File: src/sv/lpwm_pkg.sv
// Package for the LED PWM soft-start ramp: payload types, register map and reset values.
package lpwm_pkg;

  localparam int NumCh = 4;

  // Register indices on the configuration port
  typedef enum logic [1:0] {
    REG_PERIOD   = 2'd0,
    REG_CASCADE  = 2'd1,
    REG_SLOWZONE = 2'd2,
    REG_FASTSTEP = 2'd3
  } lpwm_reg_t;

  // Item operations
  localparam logic OP_TICK = 1'b0;
  localparam logic OP_CMD  = 1'b1;

  // Command bytes
  localparam logic [7:0] CMD_RELEASE = 8'h00;
  localparam logic [7:0] CMD_HOLD    = 8'h01;

  // Reset values
  localparam logic [15:0] PERIOD_RST   = 16'd500;
  localparam logic [7:0]  CASCADE_RST  = 8'h40;
  localparam logic [7:0]  SLOWZONE_RST = 8'h23;
  localparam logic [7:0]  FASTSTEP_RST = 8'h03;
  localparam logic [7:0]  DUTY_RST     = 8'h90;
  localparam logic [7:0]  DUTY_MAX     = 8'hff;
  localparam logic [15:0] COUNT_MAX    = 16'hffff;

  typedef struct packed {
    logic       operation;
    logic [7:0] rx_byte;
    logic       ramp_up;
  } lpwm_in_t;

  typedef struct packed {
    logic [7:0] duty_ch0;
    logic [7:0] duty_ch1;
    logic [7:0] duty_ch2;
    logic [7:0] duty_ch3;
    logic       full_on_ch0;
    logic       full_on_ch1;
    logic       full_on_ch2;
    logic       full_on_ch3;
    logic       held;
  } lpwm_out_t;

  typedef struct packed {
    logic [15:0] period;
    logic [7:0]  cascade;
    logic [7:0]  slow_zone;
    logic [7:0]  fast_step;
  } lpwm_cfg_t;

  // One falling step of a channel
  function automatic logic [7:0] fall_step(input logic [7:0] v, input logic [7:0] slow,
                                           input logic [7:0] fast);
    logic [7:0] r;
    if (v >= slow) begin
      r = (v >= fast) ? v - fast : 8'd0;
    end else begin
      r = (v != 8'd0) ? v - 8'd1 : 8'd0;
    end
    return r;
  endfunction

  // Saturating rise by one when enabled
  function automatic logic [7:0] rise_step(input logic [7:0] v, input logic en);
    return (en && v != DUTY_MAX) ? v + 8'd1 : v;
  endfunction

endpackage

File: src/sv/lpwm_cfg.sv
// Configuration register file on the APB-style port.
module lpwm_cfg
  import lpwm_pkg::*;
(
  input  logic        clk,
  input  logic        rst,
  input  logic        psel,
  input  logic        penable,
  input  logic        pwrite,
  input  logic [3:0]  paddr,
  input  logic [31:0] pwdata,
  output logic [31:0] prdata,
  output lpwm_cfg_t   cfg
);

  logic      wr_en;
  lpwm_reg_t idx;

  assign wr_en = psel && penable && pwrite;
  assign idx   = lpwm_reg_t'(paddr[3:2]);

  // Register writes
  always_ff @(posedge clk) begin
    if (rst) begin
      cfg.period    <= PERIOD_RST;
      cfg.cascade   <= CASCADE_RST;
      cfg.slow_zone <= SLOWZONE_RST;
      cfg.fast_step <= FASTSTEP_RST;
    end else if (wr_en) begin
      unique case (idx)
        REG_PERIOD:   cfg.period    <= pwdata[15:0];
        REG_CASCADE:  cfg.cascade   <= pwdata[7:0];
        REG_SLOWZONE: cfg.slow_zone <= pwdata[7:0];
        REG_FASTSTEP: cfg.fast_step <= pwdata[7:0];
        default:      ;
      endcase
    end
  end

  // Read-back
  always_comb begin
    unique case (idx)
      REG_PERIOD:   prdata = {16'd0, cfg.period};
      REG_CASCADE:  prdata = {24'd0, cfg.cascade};
      REG_SLOWZONE: prdata = {24'd0, cfg.slow_zone};
      REG_FASTSTEP: prdata = {24'd0, cfg.fast_step};
      default:      prdata = 32'd0;
    endcase
  end

endmodule

File: src/sv/lpwm_core.sv
// Ramp state and its single-pass update for one item.
module lpwm_core
  import lpwm_pkg::*;
(
  input  logic      clk,
  input  logic      rst,
  input  lpwm_cfg_t cfg,
  input  logic      advance,
  input  lpwm_in_t  item,
  output lpwm_out_t result
);

  logic [15:0]            tick_count, tick_count_next, tick_inc;
  logic [NumCh-1:0][7:0]  duty, duty_next;
  logic [NumCh-1:0]       full_on, full_on_next;
  logic                   hold, hold_next;
  logic                   step;
  logic [7:0]             up1, up3, up0;

  // Tick counter, saturating just past the threshold
  assign tick_inc = (tick_count <= cfg.period && tick_count != COUNT_MAX) ?
                    tick_count + 16'd1 : tick_count;
  assign step     = (tick_inc > cfg.period) && !hold;

  // Cascaded rise: ch1 leads, ch3 follows ch1, ch0 follows ch3
  assign up1 = rise_step(duty[1], 1'b1);
  assign up3 = rise_step(duty[3], up1 > cfg.cascade);
  assign up0 = rise_step(duty[0], up3 > cfg.cascade);

  always_comb begin
    tick_count_next = tick_count;
    duty_next       = duty;
    full_on_next    = full_on;
    hold_next       = hold;
    if (item.operation == OP_TICK) begin
      tick_count_next = step ? 16'd0 : tick_inc;
      if (step) begin
        if (item.ramp_up) begin
          duty_next[0] = up0;
          duty_next[1] = up1;
          duty_next[3] = up3;
          for (int c = 0; c < NumCh; c++) begin
            full_on_next[c] = full_on[c] | (duty_next[c] == DUTY_MAX);
          end
        end else begin
          for (int c = 0; c < NumCh; c++) begin
            duty_next[c]    = fall_step(duty[c], cfg.slow_zone, cfg.fast_step);
            full_on_next[c] = 1'b0;
          end
        end
      end
    end else begin
      priority if (item.rx_byte == CMD_RELEASE) begin
        hold_next = 1'b0;
      end else if (item.rx_byte == CMD_HOLD) begin
        hold_next = 1'b1;
      end else begin
        duty_next[2] = item.rx_byte;
      end
    end
  end

  // State registers
  always_ff @(posedge clk) begin
    if (rst) begin
      tick_count <= 16'd0;
      duty       <= {NumCh{DUTY_RST}};
      full_on    <= '0;
      hold       <= 1'b0;
    end else if (advance) begin
      tick_count <= tick_count_next;
      duty       <= duty_next;
      full_on    <= full_on_next;
      hold       <= hold_next;
    end
  end

  // Result is the state after the update
  assign result = '{duty_ch0:    duty_next[0],
                    duty_ch1:    duty_next[1],
                    duty_ch2:    duty_next[2],
                    duty_ch3:    duty_next[3],
                    full_on_ch0: full_on_next[0],
                    full_on_ch1: full_on_next[1],
                    full_on_ch2: full_on_next[2],
                    full_on_ch3: full_on_next[3],
                    held:        hold_next};

endmodule

File: src/sv/led_pwm_soft_start_ramp.sv
// Top level of the four-channel LED PWM soft-start ramp.
//
//   channel | handshake         | payload
//   --------+-------------------+------------------------------
//   in      | in_valid/in_ready | in_data   (lpwm_in_t)
//   out     | out_valid/out_ready| out_data (lpwm_out_t)
//   cfg     | psel/penable      | paddr, pwdata, prdata
//
// Input register, then result register; one item per cycle unless out stalls.
// The input register feeds the state update; the result register holds the
// outcome, so a new item is taken while a result waits.
// A stalled output freezes the input register and drops in_ready only when
// both registers are full. Reset clears both valid flags and all ramp state.
module led_pwm_soft_start_ramp
  import lpwm_pkg::*;
(
  input  logic        clk,
  input  logic        rst,
  input  logic        in_valid,
  output logic        in_ready,
  input  lpwm_in_t    in_data,
  output logic        out_valid,
  input  logic        out_ready,
  output lpwm_out_t   out_data,
  input  logic        psel,
  input  logic        penable,
  input  logic        pwrite,
  input  logic [3:0]  paddr,
  input  logic [31:0] pwdata,
  output logic [31:0] prdata,
  output logic        pready
);

  lpwm_cfg_t cfg;
  lpwm_in_t  item;
  logic      item_valid;
  logic      advance;
  lpwm_out_t result;

  assign pready   = 1'b1;
  assign advance  = item_valid && (!out_valid || out_ready);
  assign in_ready = !item_valid || advance;

  lpwm_cfg u_cfg (
    .clk     (clk),
    .rst     (rst),
    .psel    (psel),
    .penable (penable),
    .pwrite  (pwrite),
    .paddr   (paddr),
    .pwdata  (pwdata),
    .prdata  (prdata),
    .cfg     (cfg)
  );

  lpwm_core u_core (
    .clk     (clk),
    .rst     (rst),
    .cfg     (cfg),
    .advance (advance),
    .item    (item),
    .result  (result)
  );

  // Input register
  always_ff @(posedge clk) begin
    if (rst) begin
      item_valid <= 1'b0;
    end else if (in_ready) begin
      item_valid <= in_valid;
    end
  end

  always_ff @(posedge clk) begin
    if (in_ready && in_valid) begin
      item <= in_data;
    end
  end

  // Result register
  always_ff @(posedge clk) begin
    if (rst) begin
      out_valid <= 1'b0;
    end else if (advance) begin
      out_valid <= 1'b1;
    end else if (out_ready) begin
      out_valid <= 1'b0;
    end
  end

  always_ff @(posedge clk) begin
    if (advance) begin
      out_data <= result;
    end
  end

`ifndef SYNTHESIS
  // A hold command shows in the very next result
  a_hold_cmd: assert property (@(posedge clk) disable iff (rst)
    advance && item.operation == OP_CMD && item.rx_byte == CMD_HOLD |=> out_data.held)
    else $error("hold command not reflected in result");

  // Backpressure only when the input register is occupied
  a_ready: assert property (@(posedge clk) disable iff (rst)
    !in_ready |-> item_valid && out_valid && !out_ready)
    else $error("in_ready low without a full pipeline");

  // Every transfer out of the input register yields a result
  a_advance: assert property (@(posedge clk) disable iff (rst)
    advance |=> out_valid)
    else $error("result lost");

  // Reset empties both registers
  a_reset: assert property (@(posedge clk)
    rst |=> !out_valid && !item_valid)
    else $error("valid flags not cleared by reset");
`endif

endmodule
File: config.mk
export PLATFORM = sky130hd
export DESIGN_NAME = led_pwm_soft_start_ramp
export DESIGN_NICKNAME = d
export VERILOG_FILES = /design/src/sv/lpwm_pkg.sv /design/src/sv/lpwm_cfg.sv /design/src/sv/lpwm_core.sv /design/src/sv/led_pwm_soft_start_ramp.sv
export SDC_FILE = /design/constraint.sdc
export NUM_CORES = 1
export LEC_CHECK = 0
export BUFFER_PORTS_ARGS = -buffer_cell sky130_fd_sc_hd__clkbuf_2
export CAP_MARGIN = 15
export CORE_ASPECT_RATIO = 0.5
export CORE_MARGIN = 8
export CORE_UTILIZATION = 35
export CTS_BUF_LIST = sky130_fd_sc_hd__clkbuf_4
export CTS_CLUSTER_DIAMETER = 80
export DETAILED_ROUTE_END_ITERATION = 10
export MAX_ROUTING_LAYER = met4
export PLACE_DENSITY = 0.62
export SETUP_SLACK_MARGIN = 0.15
export SLEW_MARGIN = 0
export SYNTH_ARGS = -nofsm -noshare
export SYNTH_HDL_FRONTEND = slang
export SYNTH_SLANG_ARGS = --single-unit
export TNS_END_PERCENT = 1
File: constraint.sdc
create_clock -name clk -period 5.45 [get_ports clk]
set_input_delay 0.8175 -clock clk [delete_from_list [all_inputs] [get_ports clk]]
set_output_delay 0.8175 -clock clk [all_outputs]
set_load 0.1 [all_outputs]
## Yosys cells after proc, flatten, opt, wreduce, memory -nomap -nowiden

Cells that the tools add are included.

- $add $sub $neg: 12
- $lt $le $gt $ge: 12
- Eq/ne operators: 12
- Multiplexer cells: 35
- Bitwise operators: 5
- Reductions and logical operators: 25

Operator list:

| cell | number |
|---|---|
| $mux W8 | 21 |
| $pmux W32 S4 | 1 |
| $ge A8 B8 Y1 | 8 |
| $mux W16 | 4 |
| $eq A8 B8 Y1 const B | 4 |
| $mux W32 | 1 |
| $reduce_bool A8 Y1 | 4 |
| $sub A8 B1 Y8 const B | 4 |
| $sub A8 B8 Y8 | 4 |
| $add A8 B1 Y8 const B | 3 |
| $ne A8 B8 Y1 const B | 3 |
| $add A16 B1 Y16 const B | 1 |
| $gt A16 B16 Y1 | 1 |
| $gt A8 B8 Y1 | 2 |
| $le A16 B16 Y1 | 1 |
| $ne A16 B16 Y1 const B | 1 |
| $mux W4 | 3 |
| $reduce_and A2 Y1 | 5 |
| $eq A8 B1 Y1 const B | 1 |
| $logic_and A1 B1 Y1 | 8 |
| $logic_not A8 Y1 | 1 |
| $mux W1 | 5 |
| $eq A2 B2 Y1 const B | 2 |
| $or A1 B1 Y1 | 4 |
| 6 further kinds | 9 |

- Bits in registers: 142
- Input bits: 53
- Output and inout port bits: 72
- Word-level logic and storage cells: 126

## Longest topological paths before layout

- Word-level depth: 13
- Depth in mapped cells: 23

## Cells and area by module

A second synthesis with hierarchy kept.

- Cells, all modules: 1346
- Area total of the unflattened synthesis: 11482.3 um2

By module, submodules not included:

| module | times used | cells each | area an instance (um2) | sequential area each (um2) |
|---|---|---|---|---|
| lpwm_core | 1 | 1080 | 7920.1 | 1061.0 |
| lpwm_cfg | 1 | 207 | 2035.7 | 800.8 |
| led_pwm_soft_start_ramp | 1 | 59 | 1526.5 | 1451.4 |

## Least setup slack after synthesis

Ideal clock, no wire load.

- Path type: flip-flop to flip-flop
- From: register u_core.duty[9] (netlist bit)
- To: register out_data[35] (netlist bit), data pin
- Library setup time: 0.254 ns
- Arrival time: 4.667 ns
- Required time: 5.196 ns
- Path slack: 0.529 ns
- Stages on the path, launching flop included: 23
- Buffers on the path: 1
- Clock period less this slack: 4.921 ns
- Path through: dfxtp_1 > ha_1 > and3_1 > and3_1 > nor2_1 > xnor2_1 > inv_1 > ha_1 > and2_1 > o21ai_0 > a21boi_0 > o211ai_1 > buf_2 > o31ai_1 > nand2_1 > ha_1 > and4_1 > a21boi_0 > o21ai_0 > or4b_2 > o21ai_0 > a211oi_1 > a21o_1

RTL lines:

| what | RTL line | RTL |
|---|---|---|
| from (decl) | lpwm_core.sv:14 | `logic [NumCh-1:0][7:0] duty, duty_next;` |
| from (signal assigned) | lpwm_core.sv:67 | `duty <= {NumCh{DUTY_RST}};` |
| from (signal assigned) | lpwm_core.sv:72 | `duty <= duty_next;` |
| to (signal assigned) | led_pwm_soft_start_ramp.sv:93 | `out_data <= result;` |
| to (decl) | led_pwm_soft_start_ramp.sv:24 | `output lpwm_out_t out_data,` |

==> results.json <==
{
  "final_nets": 1588,
  "syn_to_final_growth_pct": 10.9,
  "drtIter0Drc": 797,
  "drive_gt1_share_pct": 14.4,
  "synthTopCellsByCount": "144 x nand2_1, 121 x ha_1, 97 x nor2_1, 95 x dfxtp_1, 94 x a21oi_1",
  "cp_data_arrival_time_ns": 5.48,
  "fin_ws_ns": 0.333,
  "die_x_um": 269,
  "p_leak_nw": 5.05,
  "power_mw": 2.22,
  "cts_tree": "built",
  "synth_area_leaders": "dfxtp_1 17%, ha_1 14%, edfxtp_1 13%",
  "dieArea_um2": 38300,
  "slew_viol_final": 0,
  "cts-buffers-inserted": 17,
  "fillCellCount": 3329,
  "ys_ff_latch": 142,
  "grt_pass1_wl_um": 52700,
  "totalWireLength_um": 33500,
  "ys_warn_count": 0,
  "drc": 0,
  "ir_worst_vdd_mv": 0.107,
  "numPortBuffers": 89,
  "clk_pin_slew_ns": 0.15,
  "timing.hold.ws_ns": 0.376,
  "ios": 125,
  "yosysTopAreaCell": "dfxtp_1",
  "cts_buffer_depth": 2,
  "fin_crit_ns": 5.12,
  "yosys.cell_count.top_type": "nand2_1",
  "viasPerCell": 5.51,
  "path_max_fanout": 6,
  "wl_per_cell_um": 18.0,
  "syn_inst": 1333,
  "dp_slack_ns": 0.0302,
  "status": "finished clean",
  "min_path_type": "in2reg",
  "grt-ovfl-total": 0,
  "first_global_vias": 9618,
  "worstPathRequired_ns": 5.82,
  "final.setup_skew_ns": 0.0346,
  "clock_sinks": 142,
  "antenna_left": 0,
  "cts_htree_levels": 4,
  "relSlewSlack_pct": 32.9,
  "grt_usage_pct": 17.9,
  "hpwl_um": 25000,
  "power_density_nw_per_um2": 179,
  "max_freq_mhz": 195,
  "gp_congestion": 0.918,
  "avgSynthCellArea_um2": 8.39,
  "synthFlopType": "dfxtp_1",
  "dieHeight_um": 142,
  "path_class": "reg2reg",
  "end_kind": "register",
  "grt_antenna_before_repair": 1,
  "root_buffer": "clkbuf_4",
  "rsz0062_at_grt": "true",
  "dr.pass1.iters": 5,
  "grt_max_degree": 57,
  "worst_pin_slew_ns": 1.00,
  "clock_latency_ns": 0.61,
  "ys_types": 82,
  "fin_setup_tns_ns": 0,
  "async_reset_ff_share_pct": 0,
  "utilization_pct": 39.3,
  "synth_enable_flop_cells": 47,
  "period_share_pct": 93.9,
  "synth_top_area_share_pct": 17.0,
  "critPathLaunchType": "register",
  "yosysSeqAreaShare_pct": 29.6,
  "vias": 10223,
  "drv_cap": 0,
  "syn_area_um2": 11200,
  "setup_viol": 0,
  "start_util_pct": 35.5,
  "num_rows": 46,
  "hold_viol": 0,
  "core-area_um2": 31500
}
[path summary, 6_finish.rpt]
| check | slack (ns) | start | cells after the start | endpoint |
|---|---|---|---|---|
| worst min register to register | 0.46 | u_cfg.cfg[38] | 2 | u_cfg.cfg[38] |
| worst max register to register | 0.33 | u_core.duty[8] | 24 | out_data[34] |
| worst min-delay path | 0.38 | in_data[5] | 1 | item[5] |
| worst max-delay path | 0.33 | u_core.duty[8] | 24 | out_data[34] |
[registers in the layout, indices dropped and copies added (netlist names)]
name and flops:
u_core.full_on 4, out_valid 1, item 10, u_core.hold 1
u_cfg.cfg 40, out_data 37, u_core.duty 32, item_valid 1
u_core.tick_count 16
[layer usage]
| metal | global-route usage, % | vias up | part of all wire [%] |
|---|---|---|---|
| li1 | - | 5055 | - |
| met1 | 23.1 | 4780 | 46 |
| met2 | 27.8 | 329 | 45 |
| met3 | 3.78 | 59 | 6.0 |
| met4 | 5.81 | 0 | 2.6 |
| met5 | - | - | 0 |
[critical path, cell delays in order (launching register included)]
cell and delay [ns]:
dfxtp_1 0.34, ha_1 0.20, and3_1 0.24, and3_2 0.27
nor2_2 0.15, xnor2_2 0.15, inv_2 0.07, ha_1 0.29
and2_1 0.14, o21ai_0 0.08, a21boi_1 0.20, o211ai_1 0.24
buf_4 0.22, or4_1 0.46, nand2_1 0.10, ha_1 0.23
and4_1 0.18, nand4_1 0.13, o311ai_1 0.12, buf_4 0.17
or2_2 0.31, o21ai_1 0.14, a32oi_1 0.12, a31oi_1 0.23
a21oi_1 0.09
[cells by family (layout without fill, tap and decap cells)]
logic type	after synthesis	in the layout	synth area share (%)
AND/OR/NAND/NOR	436	436	19.0
AO/OA/AOI/OAI	383	383	22.4
buffers and inverters	151	226	5.89
flip-flops	142	142	29.6
adder cells (fa/ha/maj)	125	125	14.3
XOR/XNOR	52	52	4.07
multiplexers	42	42	4.73
other	2	18	0.0672
[per-stage QoR]
step,cell area [µm²],instances
2_1_floorplan,11200,1348
3_3_place_gp,12100,1816
3_5_place_dp,12100,1816
4_1_cts,12300,1851
5_1_grt,12400,1856
6_report,12400,1856
[report_power, final]
part / internal, mW / switching [mW]
Sequential: 1.12 / 0.0219
Combinational: 0.103 / 0.314
Clock: 0.195 / 0.473
[repair_timing]
| action | in CTS | in global routing |
|---|---|---|
| hold buffers | 0 | 0 |
| hold endpoints to repair | 0 | 0 |
| cloned | 0 | 0 |
| resized for setup | 1 | 15 |
| pin swaps | 1 | 3 |
| endpoints found under the setup margin | 4 | 20 |
| buffers inserted | 3 | 3 |
[layout by cell type, fill, tap and decap left out, types with 21 or more instances in the layout]
master	netlist	final
nand2_1	144	144
edfxtp_1	47	47
ha_1	121	121
xnor2_1	33	32
a211oi_1	22	22
nor2_1	97	95
a21oi_1	94	94
o21ai_0	82	80
nand4_1	21	21
mux2i_1	27	27
nor3_1	25	24
nand3_1	45	45
clkbuf_2	0	89
dfxtp_1	95	95
inv_1	70	68
buf_4	19	34
[cell type report]
| cell class | instances | area, µm² | share of cell area, % |
|---|---|---|---|
| Clock inverter | 14 | 109 | 0.878 |
| Antenna cell | 1 | 2.50 | 0.0202 |
| Clock buffer | 18 | 135 | 1.09 |
| Tap cell | 432 | 541 | 4.36 |
| Inverter | 70 | 263 | 2.12 |
| Timing Repair Buffer | 124 | 712 | 5.74 |
| Sequential cell | 142 | 3310 | 26.7 |
| Multi-Input combinational cell | 1055 | 7320 | 59.1 |
(Power assumes the default switching activity.)
